<file path="src/rtl/fbc_pkg.sv">
`timescale 1ns / 1ps
// Shared types, widths and codes for the frustum box cull block.
// No dependencies; every other file imports this package.
package fbc_pkg;

	// Register file
	localparam int NUM_REGS      = 8;
	localparam int CFG_IDX_W     = 4;
	localparam int REG_W         = 64;
	localparam int REG_PROJ_ROW0 = 0;
	localparam int REG_CAM_ROW0  = 4;

	// Planes and arithmetic widths
	localparam int NUM_PLANES = 6;
	localparam logic [2:0] PLANE_LAST = 3'(NUM_PLANES - 1);
	localparam int VW    = 34;  // one entry of P*C, Q18.16
	localparam int PW    = 35;  // one plane component, Q19.16
	localparam int BW    = 17;  // second multiplier operand
	localparam int PRODW = PW + BW;
	localparam int SUMW  = 56;  // plane distance and radius, Q32.24

	// Result codes
	localparam logic [1:0] VERDICT_OUTSIDE = 2'd0;
	localparam logic [1:0] VERDICT_INSIDE  = 2'd1;
	localparam logic [1:0] VERDICT_CROSS   = 2'd2;

	typedef logic [NUM_REGS-1:0][REG_W-1:0] cfg_regs_t;
	typedef logic signed [PW-1:0] plane_comp_t;

	typedef enum logic {
		OP_MAT,
		OP_TEST
	} op_e;

	typedef enum logic [2:0] {
		S_IDLE,
		S_BUILD,
		S_FLUSH,
		S_TEST,
		S_DONE
	} state_e;

	// One issue into the shared multiply unit
	typedef struct packed {
		logic       valid;
		op_e        op;
		logic [1:0] row;
		logic [1:0] col;
		logic [2:0] plane;
	} issue_t;

	// Outcome of one plane test
	typedef struct packed {
		logic       valid;
		logic [2:0] plane;
		logic       outside;
		logic       cut;
	} eval_t;

	// Identity row after reset: 1.0 on the diagonal
	function automatic logic [REG_W-1:0] cfg_reset_row(input logic [2:0] idx);
		cfg_reset_row = 64'h0000_0000_0000_0100 << {idx[1:0], 4'b0000};
	endfunction

endpackage

</file>
<file path="src/rtl/fbc_cfg.sv">
`timescale 1ns / 1ps
// Configuration register file (projection and camera rows) and plane staleness flag.
// Depends on fbc_pkg.
module fbc_cfg (
	input  logic                           clk,
	input  logic                           arst_n,
	input  logic                           wr_en,
	input  logic [fbc_pkg::CFG_IDX_W-1:0]  wr_index,
	input  logic [fbc_pkg::REG_W-1:0]      wr_data,
	input  logic                           stale_clear,
	output fbc_pkg::cfg_regs_t             regs,
	output logic                           stale
);
	import fbc_pkg::*;

	cfg_regs_t regs_q;
	logic      stale_q;

	// Take register beats; any listed write marks the planes stale
	always_ff @(posedge clk or negedge arst_n) begin
		if (!arst_n) begin
			for (int i = 0; i < NUM_REGS; i++) begin
				regs_q[i] <= cfg_reset_row(3'(i));
			end
			stale_q <= 1'b1;
		end else if (wr_en && (wr_index < CFG_IDX_W'(NUM_REGS))) begin
			regs_q[wr_index[2:0]] <= wr_data;
			stale_q               <= 1'b1;
		end else if (stale_clear) begin
			stale_q <= 1'b0;
		end
	end

	assign regs  = regs_q;
	assign stale = stale_q;

endmodule

</file>
<file path="config.mk">
export PLATFORM = sky130hd
export DESIGN_NAME = fbc_cfg
export DESIGN_NICKNAME = d
export VERILOG_FILES = /design/src/rtl/fbc_pkg.sv /design/src/rtl/fbc_cfg.sv
export SDC_FILE = /design/constraint.sdc
export NUM_CORES = 1
export LEC_CHECK = 0
export ABC_AREA = 1
export CORE_AREA = 2 2 227 229
export CTS_CLUSTER_DIAMETER = 50
export DETAILED_ROUTE_END_ITERATION = 7
export DIE_AREA = 0 0 229 231
export DONT_BUFFER_PORTS = 1
export PLACE_DENSITY = 0.51
export SYNTH_ARGS = -nofsm -noshare
export SYNTH_HDL_FRONTEND = slang
export SYNTH_SLANG_ARGS = --single-unit
export TNS_END_PERCENT = 5
</file>
<file path="constraint.sdc">
create_clock -name clk -period 1.3 [get_ports clk]
set_input_delay 0.13 -clock clk [delete_from_list [all_inputs] [get_ports clk]]
set_output_delay 0.13 -clock clk [all_outputs]
set_load 0.01 [all_outputs]
</file>
==> tab_implementation.tex <==
\begin{tabular}{lr}
\hline
Metric & Value \\
\hline
\multicolumn{2}{l}{\textbf{Floorplan}} \\
\quad Cell Rows & 83 \\
\quad Core Box Area & 50700 sq um \\
\quad Initial core utilization & 39.8\% \\
\quad Die width & 229 um \\
\quad Ports placed on the boundary & 585 \\
\quad Die area & 52900 sq um \\
\quad Die height & 231 um \\
\multicolumn{2}{l}{\textbf{Timing}} \\
\quad Setup TNS & -188 ps \\
\quad Final Worst Setup Slack & -36.9 ps \\
\quad Final Critical Period & 1340 ps \\
\quad Final setup violation count & 9 \\
\quad Top achievable clock speed & 748 MHz \\
\quad Setup repair after global routing missed its margin & true \\
\quad Final slew viol count & 0 \\
\quad Hold violation count in the final report & 513 \\
\quad Worst clock skew on the final layout & 0 ps \\
\quad Worst hold slack & -776 ps \\
\quad Transition at the pin with the smallest max-transition slack & 1130 ps \\
\quad Worst slew margin & 24.4\% \\
\quad Crit share post-route & 103\% \\
\multicolumn{2}{l}{\textbf{Setup path}} \\
\quad Crit path capture type & primary output \\
\quad Data arrival time of the critical path & 1210 ps \\
\quad Worst setup SP type & register \\
\quad Peak fanout along the critical path & 2 \\
\quad Launching element of the worst setup path & stale \\
\quad Required arrival time at the worst endpoint & 1170 ps \\
\quad Startpoint-to-endpoint class of the critical path & register to primary output \\
\quad Reg2reg setup slack & 440 ps \\
\quad Origin of the critical flop-to-flop path & stale \\
\multicolumn{2}{l}{\textbf{Clocking}} \\
\quad TritonCTS clock tree & yes \\
\quad Clock latency of the later-clocked register in the worst-skew pair & 610 ps \\
\quad CTS Root Buffer Type & sky130\_fd\_sc\_hd\_\_clkbuf\_16 \\
\quad Clk pin slew, worst setup/hold paths & 60 ps \\
\quad Htree depth & 2 \\
\quad Bufs on Longest Clock Path & 3 \\
\quad Clk sinks & 513 \\
\quad TritonCTS Buffers & 58 \\
\quad CTS Hold Buffers Added & 70 \\
\multicolumn{2}{l}{\textbf{Drt}} \\
\quad Detailed-route wire length & 73800 um \\
\quad Post-DRT Antenna Nets & 0 \\
\quad Wire length per cell after detailed routing & 24.6 um \\
\quad \# DRC & 0 \\
\quad First drt pass iteration count & 5 \\
\quad DR vias & 15900 \\
\quad Detailed Route Iter0 Violations & 1554 \\
\quad Per-cell via count in the routed design & 5.30 \\
\multicolumn{2}{l}{\textbf{Placed design}} \\
\quad Routability congestion estimate from global placement & 0.845 \\
\quad Port bufs & 0 \\
\quad Inst Count DP & 2817 \\
\quad Hpwl dp & 47000 um \\
\quad Placement Setup Slack & 101 ps \\
\multicolumn{2}{l}{\textbf{Global route}} \\
\quad Met3 routing resource usage after global routing & 9.17\% \\
\quad Grt peak-use layer & met2 \\
\quad GRT Overall Usage & 27.4\% \\
\quad Number of global-route vias before repair & 15400 \\
\quad Initial antenna violation count & 2 \\
\quad Grt ovf & 0 \\
\quad Maximum number of pins on one net before global-route repair & 514 \\
\quad Met2 global-route usage & 43.8\% \\
\quad Met1 Resource Use GR & 34.7\% \\
\quad Global-route wire length before repair & 108000 um \\
\multicolumn{2}{l}{\textbf{Power}} \\
\quad Max IR drop VDD & 1.08 mV \\
\quad Leakage dissipation & 12.4 nW \\
\quad Power density over the cells & 1900 nW/um\^{}2 \\
\multicolumn{2}{l}{\textbf{Logic synthesis}} \\
\quad Mapped cell area & 20200 sq um \\
\quad Flip-flop and latch count after synthesis & 513 \\
\quad Portion of the post-synthesis area used by sequential elements & 63.7\% \\
\quad Netlist cell types & 15 \\
\quad Net count after synthesis & 2359 \\
\quad Count of yosys warnings during synthesis & 0 \\
\quad Cell count after synthesis & 2287 \\
\quad Post-synthesis average cell area & 8.83 sq um \\
\multicolumn{2}{l}{\textbf{Final layout}} \\
\quad Fraction of layout instances using a drive strength above 1 & 8.04\% \\
\quad Final core utilization & 46.9\% \\
\quad Count of filler cells inserted in the layout & 4910 \\
\quad Finished Layout Cells & 2996 \\
\quad Nets & 2339 \\
\quad Area Overhead vs Synth & 17.8\% \\
\multicolumn{2}{l}{\textbf{Hold path}} \\
\quad Path class of the lowest-slack min-delay path & input pin to asynchronous set/reset pin \\
\multicolumn{2}{l}{\textbf{Run}} \\
\quad Number of max-cap violations & 0 \\
\multicolumn{2}{l}{\textbf{Run status}} \\
\quad Violated checks & hold timing, setup timing \\
\quad Run status & finished, violations left \\
\hline
\end{tabular}
[per-stage QoR]
step                      power (mW)  cell area, sq um
after floorplan                 25.8             20200
after global placement          27.8             21000
after detailed placement        28.0             21000
after CTS                       45.6             23800
after global routing            47.1             23800
final                           45.3             23800
[worst reg2reg max path, cell delays in order (launching register included)]
cell and delay [ps]:
sky130_fd_sc_hd__dfstp_2 600, sky130_fd_sc_hd__inv_1 50, sky130_fd_sc_hd__o21ai_0 140
[layout make-up]
class	instances	area (sq um)	area share [%]
flip-flops and latches	513	12800	54.0
multi-input cells	1559	6500	27.3
clock buffers	91	1850	7.78
repair buffers	128	1540	6.48
well taps	680	851	3.58
clock inverters	16	165	0.694
inverters	7	26.3	0.110
diodes	2	5.00	0.0210
[placed cells by master, fill, tap and decap left out, types with 10 or more instances in the layout]
cell / instances
sky130_fd_sc_hd__o21ai_1: 85
sky130_fd_sc_hd__clkbuf_8: 21
sky130_fd_sc_hd__clkbuf_16: 61
sky130_fd_sc_hd__dlygate4sd3_1: 68
sky130_fd_sc_hd__o21ai_0: 44
sky130_fd_sc_hd__nand2_1: 1154
sky130_fd_sc_hd__nand3_1: 256
sky130_fd_sc_hd__dfrtp_1: 504
sky130_fd_sc_hd__buf_12: 31
sky130_fd_sc_hd__nor2_4: 10
sky130_fd_sc_hd__buf_4: 24
[worst paths after layout]
| check | endpoint | depth (start not counted) |
|---|---|---|
| max in group asynchronous | regs[477] | 0 |
| max reg2reg | stale | 2 |
| min | regs[125] | 0 |
| min reg2reg | regs[504] | 2 |
| min in group clk | regs[336] | 4 |
| max | stale | 0 |
[per-layer routing]
metal  up-vias  wire [um]  share of wire, %
met4         2       3030               4.1
li1       7117          -                 -
met3       159       6810               9.2
met1      7895      29000                39
met2       700      34900                47
met5         -         13             0.018
[cell usage after synthesis, drive strengths merged]
master | n | area share (%)
dfstp | 9 | 1.2
dfrtp | 504 | 62
inv | 7 | 0.13
nand3 | 261 | 6.5
o21ai | 129 | 3.2
nor2 | 11 | 0.27
nand2 | 1158 | 22
buf | 108 | 2.6
clkbuf | 100 | 2.1
[timing repair]
action | 4_1_cts | 5_1_grt
setup endpoints to repair | 9 | 47
gates resized for setup | 0 | 5
setup buffers | 0 | 0
pin swaps | 0 | 1
hold endpoints to repair | 1026 | 513
[registers in the layout, summed over array words and instances, names as in the netlist]
register,cells
stale,1
regs,512
[kinds of logic (layout without fill, tap and decap cells)]
kind of cell	Yosys count	in the layout	share of synthesized area (%)
buf+inv	215	242	4.84
simple gates	1430	1430	28.3
flops	513	513	63.7
other cells	0	2	0
compound gates	129	129	3.20
[power breakdown]
group	switching, mW	internal, mW
Clock	6.78	10.2
Combinational	2.54	1.61
Sequential	4.91	19.3
Total	14.2	31.0
(Power assumes the default switching activity.)
