$ cat config.mk
export PLATFORM = sky130hd
export DESIGN_NAME = fbc_ctrl
export DESIGN_NICKNAME = d
export VERILOG_FILES = /design/src/rtl/fbc_pkg.sv /design/src/rtl/fbc_ctrl.sv
export SDC_FILE = /design/constraint.sdc
export NUM_CORES = 1
export LEC_CHECK = 0
export BUFFER_PORTS_ARGS = -buffer_cell sky130_fd_sc_hd__buf_2
export CAP_MARGIN = 20
export CORE_MARGIN = 10
export CORE_UTILIZATION = 52
export DETAILED_ROUTE_END_ITERATION = 8
export PLACE_DENSITY = 0.83
export SLEW_MARGIN = 20
export SYNTH_ARGS = -nofsm -noshare
export SYNTH_HDL_FRONTEND = slang
export SYNTH_SLANG_ARGS = --single-unit
$ cat constraint.sdc
create_clock -name clk -period 2.1 [get_ports clk]
set_input_delay 0.21 -clock clk [delete_from_list [all_inputs] [get_ports clk]]
set_output_delay 0.21 -clock clk [all_outputs]
set_load 0.05 [all_outputs]
$ cat src/rtl/fbc_pkg.sv
`timescale 1ns / 1ps
// Shared types, widths and codes for the frustum box cull block.
// No dependencies; every other file imports this package.
package fbc_pkg;

	// Register file
	localparam int NUM_REGS      = 8;
	localparam int CFG_IDX_W     = 4;
	localparam int REG_W         = 64;
	localparam int REG_PROJ_ROW0 = 0;
	localparam int REG_CAM_ROW0  = 4;

	// Planes and arithmetic widths
	localparam int NUM_PLANES = 6;
	localparam logic [2:0] PLANE_LAST = 3'(NUM_PLANES - 1);
	localparam int VW    = 34;  // one entry of P*C, Q18.16
	localparam int PW    = 35;  // one plane component, Q19.16
	localparam int BW    = 17;  // second multiplier operand
	localparam int PRODW = PW + BW;
	localparam int SUMW  = 56;  // plane distance and radius, Q32.24

	// Result codes
	localparam logic [1:0] VERDICT_OUTSIDE = 2'd0;
	localparam logic [1:0] VERDICT_INSIDE  = 2'd1;
	localparam logic [1:0] VERDICT_CROSS   = 2'd2;

	typedef logic [NUM_REGS-1:0][REG_W-1:0] cfg_regs_t;
	typedef logic signed [PW-1:0] plane_comp_t;

	typedef enum logic {
		OP_MAT,
		OP_TEST
	} op_e;

	typedef enum logic [2:0] {
		S_IDLE,
		S_BUILD,
		S_FLUSH,
		S_TEST,
		S_DONE
	} state_e;

	// One issue into the shared multiply unit
	typedef struct packed {
		logic       valid;
		op_e        op;
		logic [1:0] row;
		logic [1:0] col;
		logic [2:0] plane;
	} issue_t;

	// Outcome of one plane test
	typedef struct packed {
		logic       valid;
		logic [2:0] plane;
		logic       outside;
		logic       cut;
	} eval_t;

	// Identity row after reset: 1.0 on the diagonal
	function automatic logic [REG_W-1:0] cfg_reset_row(input logic [2:0] idx);
		cfg_reset_row = 64'h0000_0000_0000_0100 << {idx[1:0], 4'b0000};
	endfunction

endpackage

$ cat src/rtl/fbc_ctrl.sv
`timescale 1ns / 1ps
// Sequencer: plane rebuild, cyclic plane tests with early exit, result hand-off.
// Depends on fbc_pkg; drives fbc_datapath.
module fbc_ctrl (
	input  logic             clk,
	input  logic             arst_n,
	input  logic             in_valid,
	input  logic [2:0]       hint_in,
	input  logic             stale,
	input  logic             out_free,
	input  fbc_pkg::eval_t   ev,
	output logic             in_stall,
	output logic             accept,
	output logic             stale_clear,
	output fbc_pkg::issue_t  iss,
	output logic             load,
	output logic [1:0]       res_verdict,
	output logic [2:0]       res_hint
);
	import fbc_pkg::*;

	state_e     state_q;
	state_e     state_d;
	logic [3:0] cnt_q;
	logic [2:0] icnt_q;
	logic [2:0] ecnt_q;
	logic [2:0] plane_q;
	logic [2:0] start_q;
	logic       cut_q;
	logic [1:0] verdict_q;
	logic [2:0] hint_q;

	logic [2:0] hint_fix;
	logic       ev_test;
	logic       reject;
	logic       last;

	assign hint_fix = (hint_in > PLANE_LAST) ? 3'd0 : hint_in;
	assign ev_test  = (state_q == S_TEST) && ev.valid;
	assign reject   = ev_test && ev.outside;
	assign last     = ev_test && (ecnt_q == PLANE_LAST);

	// Next state
	always_comb begin
		state_d = state_q;
		unique case (state_q)
			S_IDLE:  if (in_valid) state_d = stale ? S_BUILD : S_TEST;
			S_BUILD: if (cnt_q == 4'hF) state_d = S_FLUSH;
			S_FLUSH: state_d = S_TEST;
			S_TEST:  if (reject || last) state_d = S_DONE;
			S_DONE:  if (out_free) state_d = S_IDLE;
			default: state_d = S_IDLE;
		endcase
	end

	// Outputs
	always_comb begin
		in_stall    = 1'b1;
		accept      = 1'b0;
		stale_clear = 1'b0;
		load        = 1'b0;
		iss         = '0;
		unique case (state_q)
			S_IDLE: begin
				in_stall    = 1'b0;
				accept      = in_valid;
				stale_clear = in_valid && stale;
			end
			S_BUILD: begin
				iss.valid = 1'b1;
				iss.op    = OP_MAT;
				iss.row   = cnt_q[3:2] - 2'd1;
				iss.col   = cnt_q[1:0];
			end
			S_TEST: begin
				iss.valid = (icnt_q < 3'(NUM_PLANES));
				iss.op    = OP_TEST;
				iss.plane = plane_q;
			end
			S_DONE: begin
				load = out_free;
			end
			default: begin
				in_stall = 1'b1;
			end
		endcase
	end

	// Advance counters and collect the verdict
	always_ff @(posedge clk or negedge arst_n) begin
		if (!arst_n) begin
			state_q   <= S_IDLE;
			cnt_q     <= '0;
			icnt_q    <= '0;
			ecnt_q    <= '0;
			plane_q   <= '0;
			start_q   <= '0;
			cut_q     <= 1'b0;
			verdict_q <= VERDICT_INSIDE;
			hint_q    <= '0;
		end else begin
			state_q <= state_d;
			if (accept) begin
				cnt_q   <= '0;
				icnt_q  <= '0;
				ecnt_q  <= '0;
				plane_q <= hint_fix;
				start_q <= hint_fix;
				cut_q   <= 1'b0;
			end
			if (state_q == S_BUILD) begin
				cnt_q <= cnt_q + 4'd1;
			end
			if ((state_q == S_TEST) && iss.valid) begin
				icnt_q  <= icnt_q + 3'd1;
				plane_q <= (plane_q == PLANE_LAST) ? 3'd0 : plane_q + 3'd1;
			end
			if (ev_test) begin
				ecnt_q <= ecnt_q + 3'd1;
				cut_q  <= cut_q | ev.cut;
			end
			if (reject) begin
				verdict_q <= VERDICT_OUTSIDE;
				hint_q    <= ev.plane;
			end else if (last) begin
				verdict_q <= (cut_q || ev.cut) ? VERDICT_CROSS : VERDICT_INSIDE;
				hint_q    <= start_q;
			end
		end
	end

	assign res_verdict = verdict_q;
	assign res_hint    = hint_q;

	a_eval_after_issue: assert property (@(posedge clk) disable iff (!arst_n)
		ecnt_q <= icnt_q)
		else $error("plane evaluated that was never issued");

	a_eval_window: assert property (@(posedge clk) disable iff (!arst_n)
		ev.valid |-> (state_q == S_TEST) || (state_q == S_DONE))
		else $error("plane test result outside the test window");

	a_flush_to_test: assert property (@(posedge clk) disable iff (!arst_n)
		(state_q == S_FLUSH) |=> (state_q == S_TEST))
		else $error("rebuild flush did not lead into the test");

	a_build_from_stale: assert property (@(posedge clk) disable iff (!arst_n)
		(state_q == S_IDLE) && in_valid && stale |=> (state_q == S_BUILD))
		else $error("stale planes were not rebuilt");

endmodule

==> metrics.txt, run 1 <==
xor/xnor share of the synthesized area 0.00651; core area around 2500 um2; vias 1203; share of synthesized cell area in full adder, half adder and majority cells 0.0465; Initial Util 0.543; GR Util All Layers 0.128; largest net degree at the start of global routing 26; GPL Wtd Cong 0.781; max-cap viol count 0; via density per instance 5.62; Avg Inst Size Synth 9.21 um2; reg2reg end state_q[1]; crit path launch type flop; setup TNS 0 ns; Clock Latency Late Sink approximately 0.32 ns; worst path bufs/invs 2; Wirelength per Cell roughly 15 um; max_slew headroom 0.625; Seq/Total Area, Yosys 0.466; Die Wd 70.9 um; critical path type flop to output pin; Post-Route WL 3280 um; Max Root-Sink Buffers 2; ys async rst share 1.00; Site Rows 18; maximum clock frequency 496 MHz; Yosys warnings 0; FF-to-FF Start ecnt_q[0]; CP arrival about 1.8 ns; Hold Crit Class primary input to flop; clock slew seen by the registers of the worst setup and hold paths 0.13 ns; Worst path top cell family by delay simple AND/OR/NAND/NOR gates; worst path cell trace buf_4 -> or3b_2 -> nor2_1 -> clkbuf_4; Hold Fails Final Rpt 0; #FFs+latches synth 25; H-tree depth 1; P_leak 0.852 nW; n_diodes 0; Post-Syn Area 1350 um2; DRC viols 0; fin crit share 0.961; Storage cell area roughly 630 um2; status completed; area occupied by multi-input gates 659 um2; PD cells 1640 nW/um2; number of global-route vias before repair 1253; TritonCTS clock tree built; antenna violations before repair 0; area growth from synthesis to layout 20.0%; Reg2Reg Setup Slack 0.37 ns; CTS sink count 25; Post-DRT Antenna Nets 0; min-delay src ev[1]; first-pass GRT wire length roughly 5500 um; clock period minus worst slack ~2.0 ns; buffers added on ports 31; CP endpoint kind output pin; largest family of logic cells by synthesized area simple AND/OR/NAND/NOR gates; clock buffer count from CTS 3; layout cells sized above 1 0.283; Synth Area in Compound Gates 0.186; GRT overflow 0; Slew @ Worst Pin 0.562 ns; cells after synthesis 146; layout net count 204; Synth cell types 36; skew final approximately 0.0016 ns; WP data required 1.89 ns; Root Buffer Master clkbuf_4; worst-path fanout max 10; RSZ-0062 raised after global routing false; number of detailed-route iterations in the first pass 4; Synth Area in Simple Gates 0.223; final slew viol count 0; mux share of post-synthesis cell area 0.0223; Post-synth EDFFs 0; Iter 0 DRT Violations 75; I/O pin count 32; fillcell total 216; highest-delay cell along the critical path or3b_2; max incr delay on CP 0.54 ns; VDD IR-drop max between 1 and 1.5 mV; height of the die 70.9 um; hold depth 2; Syn Nets 165; die area between 5000 and 6000 um2; Reg2Reg Depth 5; Hold EP res_verdict[0]; Most used DFF post-synth dfrtp_1; final hold slack 0.106 ns; Final setup viols 0; Post-DP HPWL 2490 um
-- stage by stage --
stage                     instances  setup WS [ns]  power, mW  instance area, um2  utilization
after floorplan                 146          0.184       2.02                1350            -
after global placement          203          0.313       2.29                1510        0.611
after detailed placement        203          0.238       2.36                1510        0.611
after CTS                       209         0.0295       2.59                1560        0.631
after global routing            214       0.000772       2.84                1610        0.652
final                           214         0.0820       2.64                1610        0.652
-- metal layers --
| layer | global-route usage | wire (um) | share of wire | vias up |
|---|---|---|---|---|
| met5 | 0 | 0 | 0 | - |
| met4 | 0.0602 | 78 | 0.024 | 0 |
| met3 | 0.0418 | 228 | 0.070 | 12 |
| met2 | 0.225 | 1610 | 0.49 | 45 |
| met1 | 0.134 | 1360 | 0.41 | 551 |
| li1 | - | - | - | 595 |
-- cells in the mapped netlist, drive strengths merged, types with 2 or more instances --
| cell | n | area, um2 |
|---|---|---|
| a21oi | 9 | 45.0 |
| nand2 | 20 | 75.1 |
| ha | 5 | 62.6 |
| buf | 3 | 27.5 |
| o22ai | 7 | 43.8 |
| dfrtp | 24 | 601 |
| clkbuf | 3 | 11.3 |
| mux2i | 3 | 30.0 |
| nor2 | 10 | 37.5 |
| nand4b | 2 | 17.5 |
| a21o | 4 | 30.0 |
| and3 | 4 | 25.0 |
| and2 | 6 | 37.5 |
| nand3b | 3 | 22.5 |
| inv | 6 | 22.5 |
| nand3 | 4 | 20.0 |
| o21ai | 16 | 80.1 |
-- cells in the final DEF, fill, tap and decap left out, types with 2 or more instances in the layout --
master,count
a21o_1,4
a21oi_1,9
and2_1,5
and3_1,4
buf_2,28
buf_4,10
clkbuf_4,4
clkinv_2,2
dfrtp_1,22
dfrtp_2,2
ha_1,5
inv_1,6
mux2i_1,3
nand2_1,19
nand3_1,4
nand3b_1,3
nand4b_1,2
nor2_1,10
o21ai_0,16
o22ai_1,7
-- state kept, by name, summed over array words and instances (netlist names) --
signal,count
cnt_q,4
cut_q,1
ecnt_q,3
icnt_q,3
plane_q,3
res_hint,3
res_verdict,2
start_q,3
state_q,3
-- worst max path at each step --
stage                     startpoint           to  cells past startpoint
after global placement    state_q[0]  stale_clear                      4
final                     state_q[1]       iss[6]                      4
after global routing      state_q[1]       iss[6]                      4
after floorplan           state_q[1]       iss[8]                      5
after CTS                 state_q[1]       iss[4]                      4
after detailed placement  state_q[0]  stale_clear                      4
-- layout make-up --
class / count / area share
Sequential cell: 25 / 0.390
Clock inverter: 1 / 0.00310
Timing Repair Buffer: 40 / 0.144
Inverter: 7 / 0.0171
Clock buffer: 3 / 0.0140
Multi-Input combinational cell: 108 / 0.409
Tap cell: 30 / 0.0233
-- report_power, final --
group,switching [mW],internal [mW]
Sequential,0.183,0.695
Combinational,1.03,0.519
Clock,0.145,0.0713
-- logic make-up after synthesis --
kind of cell               after synthesis
DFF                                     25
adders and majority gates                5
buffers and inverters                   13
muxes                                    3
AOI/OAI and AO/OA                       42
xor gates and xnor gates                 1
and+or+nand+nor                         57
-- repair_timing --
action	CTS	global route
pin swaps	1	0
hold buffers	1	0
hold endpoints to repair	24	0
setup endpoints to repair	2	6
setup buffers	1	5
gates resized for setup	3	5
No activity file was read; power rests on OpenSTA's default activity.
==> run 2, diff against run 1 <==
CORE_ASPECT_RATIO = 0.7   (was not set)
clock period = 1.97 ns   (was 2.1 ns; I/O delays follow)
==> metrics.txt, run 2 (synthesis results as in run 1) <==
clock buffer count from CTS 3 (unchanged); die area 5050 um2 (+0.64%); CP endpoint kind output pin; PD cells 1770 nW/um2 (+8.2%); Post-DRT Antenna Nets 0 (unchanged); worst path bufs/invs 2 (unchanged); final hold slack 0.152 ns (+0.0458 ns); n_diodes 0 (unchanged); number of global-route vias before repair 1094 (-13%); layout net count 208 (+2.0%); Root Buffer Master clkbuf_8; max incr delay on CP 0.57 ns (+0.03 ns); area growth from synthesis to layout 23.5%; GRT overflow 0 (unchanged); Wirelength per Cell 15.1 um (-1.6%); first-pass GRT wire length 5160 um (-6.0%); buffers added on ports 31 (unchanged); via density per instance 5.50 (-2.2%); Iter 0 DRT Violations 87 (+16%); Final setup viols 0 (unchanged); CTS sink count 25 (unchanged); height of the die 62.6 um (-12%); largest net degree at the start of global routing 26 (unchanged); final slew viol count 0 (unchanged); vias 1221 (+1.5%); DRC viols 0 (unchanged); maximum clock frequency between 500 and 600 MHz; Initial Util 0.547 (+0.00414); layout cells sized above 1 0.293 (+0.00994); Biggest register cnt_q; Post-Route WL 3340 um (+2.0%); VDD IR-drop max 0.947 mV (-6.9%); WP data required 1.77 ns (-0.12 ns); antenna violations before repair 0 (unchanged); clock slew seen by the registers of the worst setup and hold paths 0.08 ns (-0.05 ns); max_slew headroom 0.628 (+0.00277); Post-DP HPWL 2450 um (-1.3%); Hold Fails Final Rpt 0 (unchanged); Site Rows 15 (-3); number of detailed-route iterations in the first pass 4 (unchanged); core area 2460 um2 (-0.76%); P_leak 0.873 nW (+2.5%); Clock Latency Late Sink 0.26 ns (-0.06 ns); TritonCTS clock tree built; status completed; H-tree depth 1 (unchanged); GR Util All Layers 0.125 (-0.00259); max-cap viol count 0 (unchanged); Hold Crit Class primary input to flop; Max Root-Sink Buffers 2 (unchanged); highest-delay cell along the critical path or4b_4; crit path launch type flop; max FFs per register 4 (unchanged); critical path type flop to output pin; skew final 0.00354 ns (+0.00196 ns); I/O pin count 32 (unchanged); Die Wd 80.8 um (+14%); commonest non-fill, non-tap cell in the layout buf_2; worst-path fanout max 8 (-2); commonest non-fill, non-tap cells in the layout buf_2, dfrtp_1, nand2_1; Layout Utilization 0.676 (+0.0243); Worst path top cell family by delay simple AND/OR/NAND/NOR gates; fin crit share 0.974; GPL Wtd Cong 0.871 (+12%); clock period minus worst slack 1.92 ns; CP arrival 1.72 ns (-0.09 ns); worst path cell trace or4b_4 -> clkinv_2 -> and2_1 -> buf_6; Slew @ Worst Pin 0.558 ns (-0.00415 ns)
## run 2: layout make-up
type / count / area (um2)
clock buffers: 4 / 45.0
fillers: 191 / 797
inverters: 7 / 27.5
multi-input cells: 108 / 654
flip-flops and latches: 25 / 631
well taps: 34 / 42.5
repair buffers: 44 / 262
## run 2: stage by stage
step           cell area [um2]  setup slack, ns  instances  setup TNS, ns  total power [mW]
4_1_cts                   1590           0.0225        213              0              2.83
3_5_place_dp              1530            0.233        208              0              2.52
2_1_floorplan             1350           0.0667        146              0              2.15
3_3_place_gp              1530            0.268        208              0              2.46
6_report                  1660           0.0506        222              0              2.94
5_1_grt                   1660          -0.0216        222        -0.0216              3.15
## run 2: metal layers
metal	routed length (um)	GRT usage
met1	1520	0.161
met2	1470	0.187
met3	347	0.0618
met4	12	0.0194
met5	0	0
## run 2: power breakdown
part           switching [mW]  internal [mW]
clock                   0.151          0.144
combinational            1.10          0.585
sequential              0.214          0.745
total                    1.47           1.47
## run 2: repair_timing
| item | CTS | global route |
|---|---|---|
| endpoints found under the hold margin | 24 | 0 |
| setup endpoints to repair | 2 | 2 |
| hold buffers | 1 | 0 |
| gates resized for setup | 4 | 3 |
| setup buffers | 0 | 9 |
## run 2: path summary, 6_finish.rpt
| path | start | to | slack [ns] | depth (start not counted) |
|---|---|---|---|---|
| max in group asynchronous | arst_n | state_q[0] | 1.12 | 2 |
| setup / recovery | state_q[0] | stale_clear | 0.05 | 4 |
| setup reg to reg | ecnt_q[1] | state_q[0] | 0.20 | 6 |
| hold / removal | ev[1] | res_verdict[0] | 0.15 | 2 |
| min in group asynchronous | arst_n | res_hint[2] | 0.45 | 2 |
| hold reg to reg | cut_q | cut_q | 0.51 | 2 |
==> run 3, diff against run 2 <==
CELL_PAD_IN_SITES_DETAIL_PLACEMENT = 0   (was not set)
CELL_PAD_IN_SITES_GLOBAL_PLACEMENT = 1   (was not set)
CORE_UTILIZATION = 39   (was 52)
==> metrics.txt, run 3 (synthesis results as in run 1) <==
Site Rows 17 (+2); Storage cell area 629 um2 (-0.20%); FF-to-FF Start state_q[1]; Max Root-Sink Buffers 2 (unchanged); Hold Crit Class primary input to flop; clock buffer count from CTS 3 (unchanged); GR Util All Layers 0.105 (-0.0196); crit path launch type flop; critical path type flop to output pin; max_slew headroom 0.625 (-0.00302); setup TNS 0 ns (unchanged); TritonCTS clock tree built; Clock Latency Late Sink 0.27 ns (about the same); layout net count 206 (-0.96%); I/O pin count 32 (unchanged); height of the die 69.1 um (+11%); largest net degree at the start of global routing 26 (unchanged); Iter 0 DRT Violations 73 (-16%); CP arrival 1.71 ns (about the same); Die Wd 90.2 um (+12%); RSZ-0062 raised after global routing false; hold depth 2 (unchanged); Post-DP HPWL 2570 um (+4.9%); min-delay src ev[1]; CTS sink count 25 (unchanged); Biggest register cnt_q; die area 6240 um2 (+23%); GRT overflow 0 (unchanged); max-cap viol count 0 (unchanged); buffers added on ports 31 (unchanged); number of global-route vias before repair 1189 (+8.7%); Slew @ Worst Pin 0.562 ns (+0.00452 ns); CP endpoint kind output pin; area occupied by multi-input gates 657 um2 (+0.38%); Final setup viols 0 (unchanged); Post-Route WL 3350 um (+0.12%); area growth from synthesis to layout 23.9%; Post-DRT Antenna Nets 0 (unchanged); reg2reg end icnt_q[1]; commonest non-fill, non-tap cells in the layout buf_2, dfrtp_1, nand2_1; VDD IR-drop max 1.07 mV (+13%); Wirelength per Cell 14.4 um (-4.6%); Hold EP res_verdict[0]; commonest non-fill, non-tap cell in the layout buf_2; pre-CTS WS 0.227 ns (-0.00643 ns); Initial Util 0.416 (-0.131); H-tree depth 1 (unchanged); n_diodes 0 (unchanged); max FFs per register 4 (unchanged); clock slew seen by the registers of the worst setup and hold paths 0.09 ns (about the same); core area 3230 um2 (+32%); antenna violations before repair 0 (unchanged); WP data required 1.77 ns (about the same); via density per instance 5.15 (-6.4%); worst-path fanout max 8 (unchanged); fin crit share 0.969 (-0.00512); vias 1199 (-1.8%); maximum clock frequency 524 MHz (+0.53%); PD cells 1760 nW/um2 (-0.59%); GPL Wtd Cong 0.768 (-12%); Hold Fails Final Rpt 0 (unchanged); skew final 0.00645 ns (+0.00291 ns); final slew viol count 0 (unchanged); layout cells sized above 1 0.285 (-0.00761); fillcell total 312 (+63%); status completed; Reg2Reg Setup Slack 0.31 ns (+0.11 ns); number of detailed-route iterations in the first pass 4 (unchanged); Final Worst Setup Slack 0.0607 ns (+0.0101 ns); clock period minus worst slack 1.91 ns (-0.0101 ns); first-pass GRT wire length 5660 um (+9.7%); Tot Pwr 2.93 mW (-0.29%); P_leak 0.868 nW (-0.56%); Root Buffer Master clkbuf_8; Reg2Reg Depth 4 (-2); DRC viols 0 (unchanged)
-- run 3: through the flow --
step	cell area, um2	hold slack [ns]	cells	util
6_report	1670	0.143	233	0.515
2_1_floorplan	1350	-0.0986	146	-
3_3_place_gp	1550	0.229	222	0.479
5_1_grt	1670	0.163	233	0.515
4_1_cts	1610	0.140	227	0.498
3_5_place_dp	1550	0.234	222	0.479
-- run 3: critical path, cell delays in order (launching register included) --
cell and delay [ns]:
dfrtp_2 0.46, or4b_4 0.54, clkinv_2 0.12, and2_1 0.13, buf_4 0.19
-- run 3: power by group --
part | internal [mW] | total, mW | switching [mW]
clock network | 0.141 | 0.307 | 0.165
logic | 0.587 | 1.69 | 1.10
registers | 0.743 | 0.938 | 0.196
-- run 3: layout make-up --
| cell class | count | area share |
|---|---|---|
| Clock buffer | 3 | 0.0248 |
| Clock inverter | 1 | 0.00300 |
| Inverter | 7 | 0.0165 |
| Multi-Input combinational cell | 108 | 0.394 |
| Sequential cell | 25 | 0.378 |
| Tap cell | 47 | 0.0353 |
| Timing Repair Buffer | 42 | 0.149 |
-- run 3: layer usage --
layer | vias up | track usage | share of wire
met5 | - | 0 | 0
met4 | 0 | 0.0174 | 0.0036
met3 | 2 | 0.0409 | 0.066
met2 | 32 | 0.166 | 0.46
met1 | 567 | 0.135 | 0.47
li1 | 598 | - | -
-- run 3: worst max-delay path by stage --
stage               startpoint  cells past startpoint          end
global placement    state_q[1]                      4  stale_clear
CTS                 state_q[1]                      4  stale_clear
floorplan           state_q[1]                      5       iss[8]
global route        state_q[2]                      4  stale_clear
finish              state_q[1]                      4  stale_clear
detailed placement  state_q[1]                      4  stale_clear
-- run 3: repair_timing --
item                                    4_1_cts  5_1_grt
gates cloned                                  0        0
buffers inserted                              0        6
resized for setup                             3        5
hold endpoints to repair                     24        0
hold buffers                                  1        0
endpoints found under the setup margin        2        5
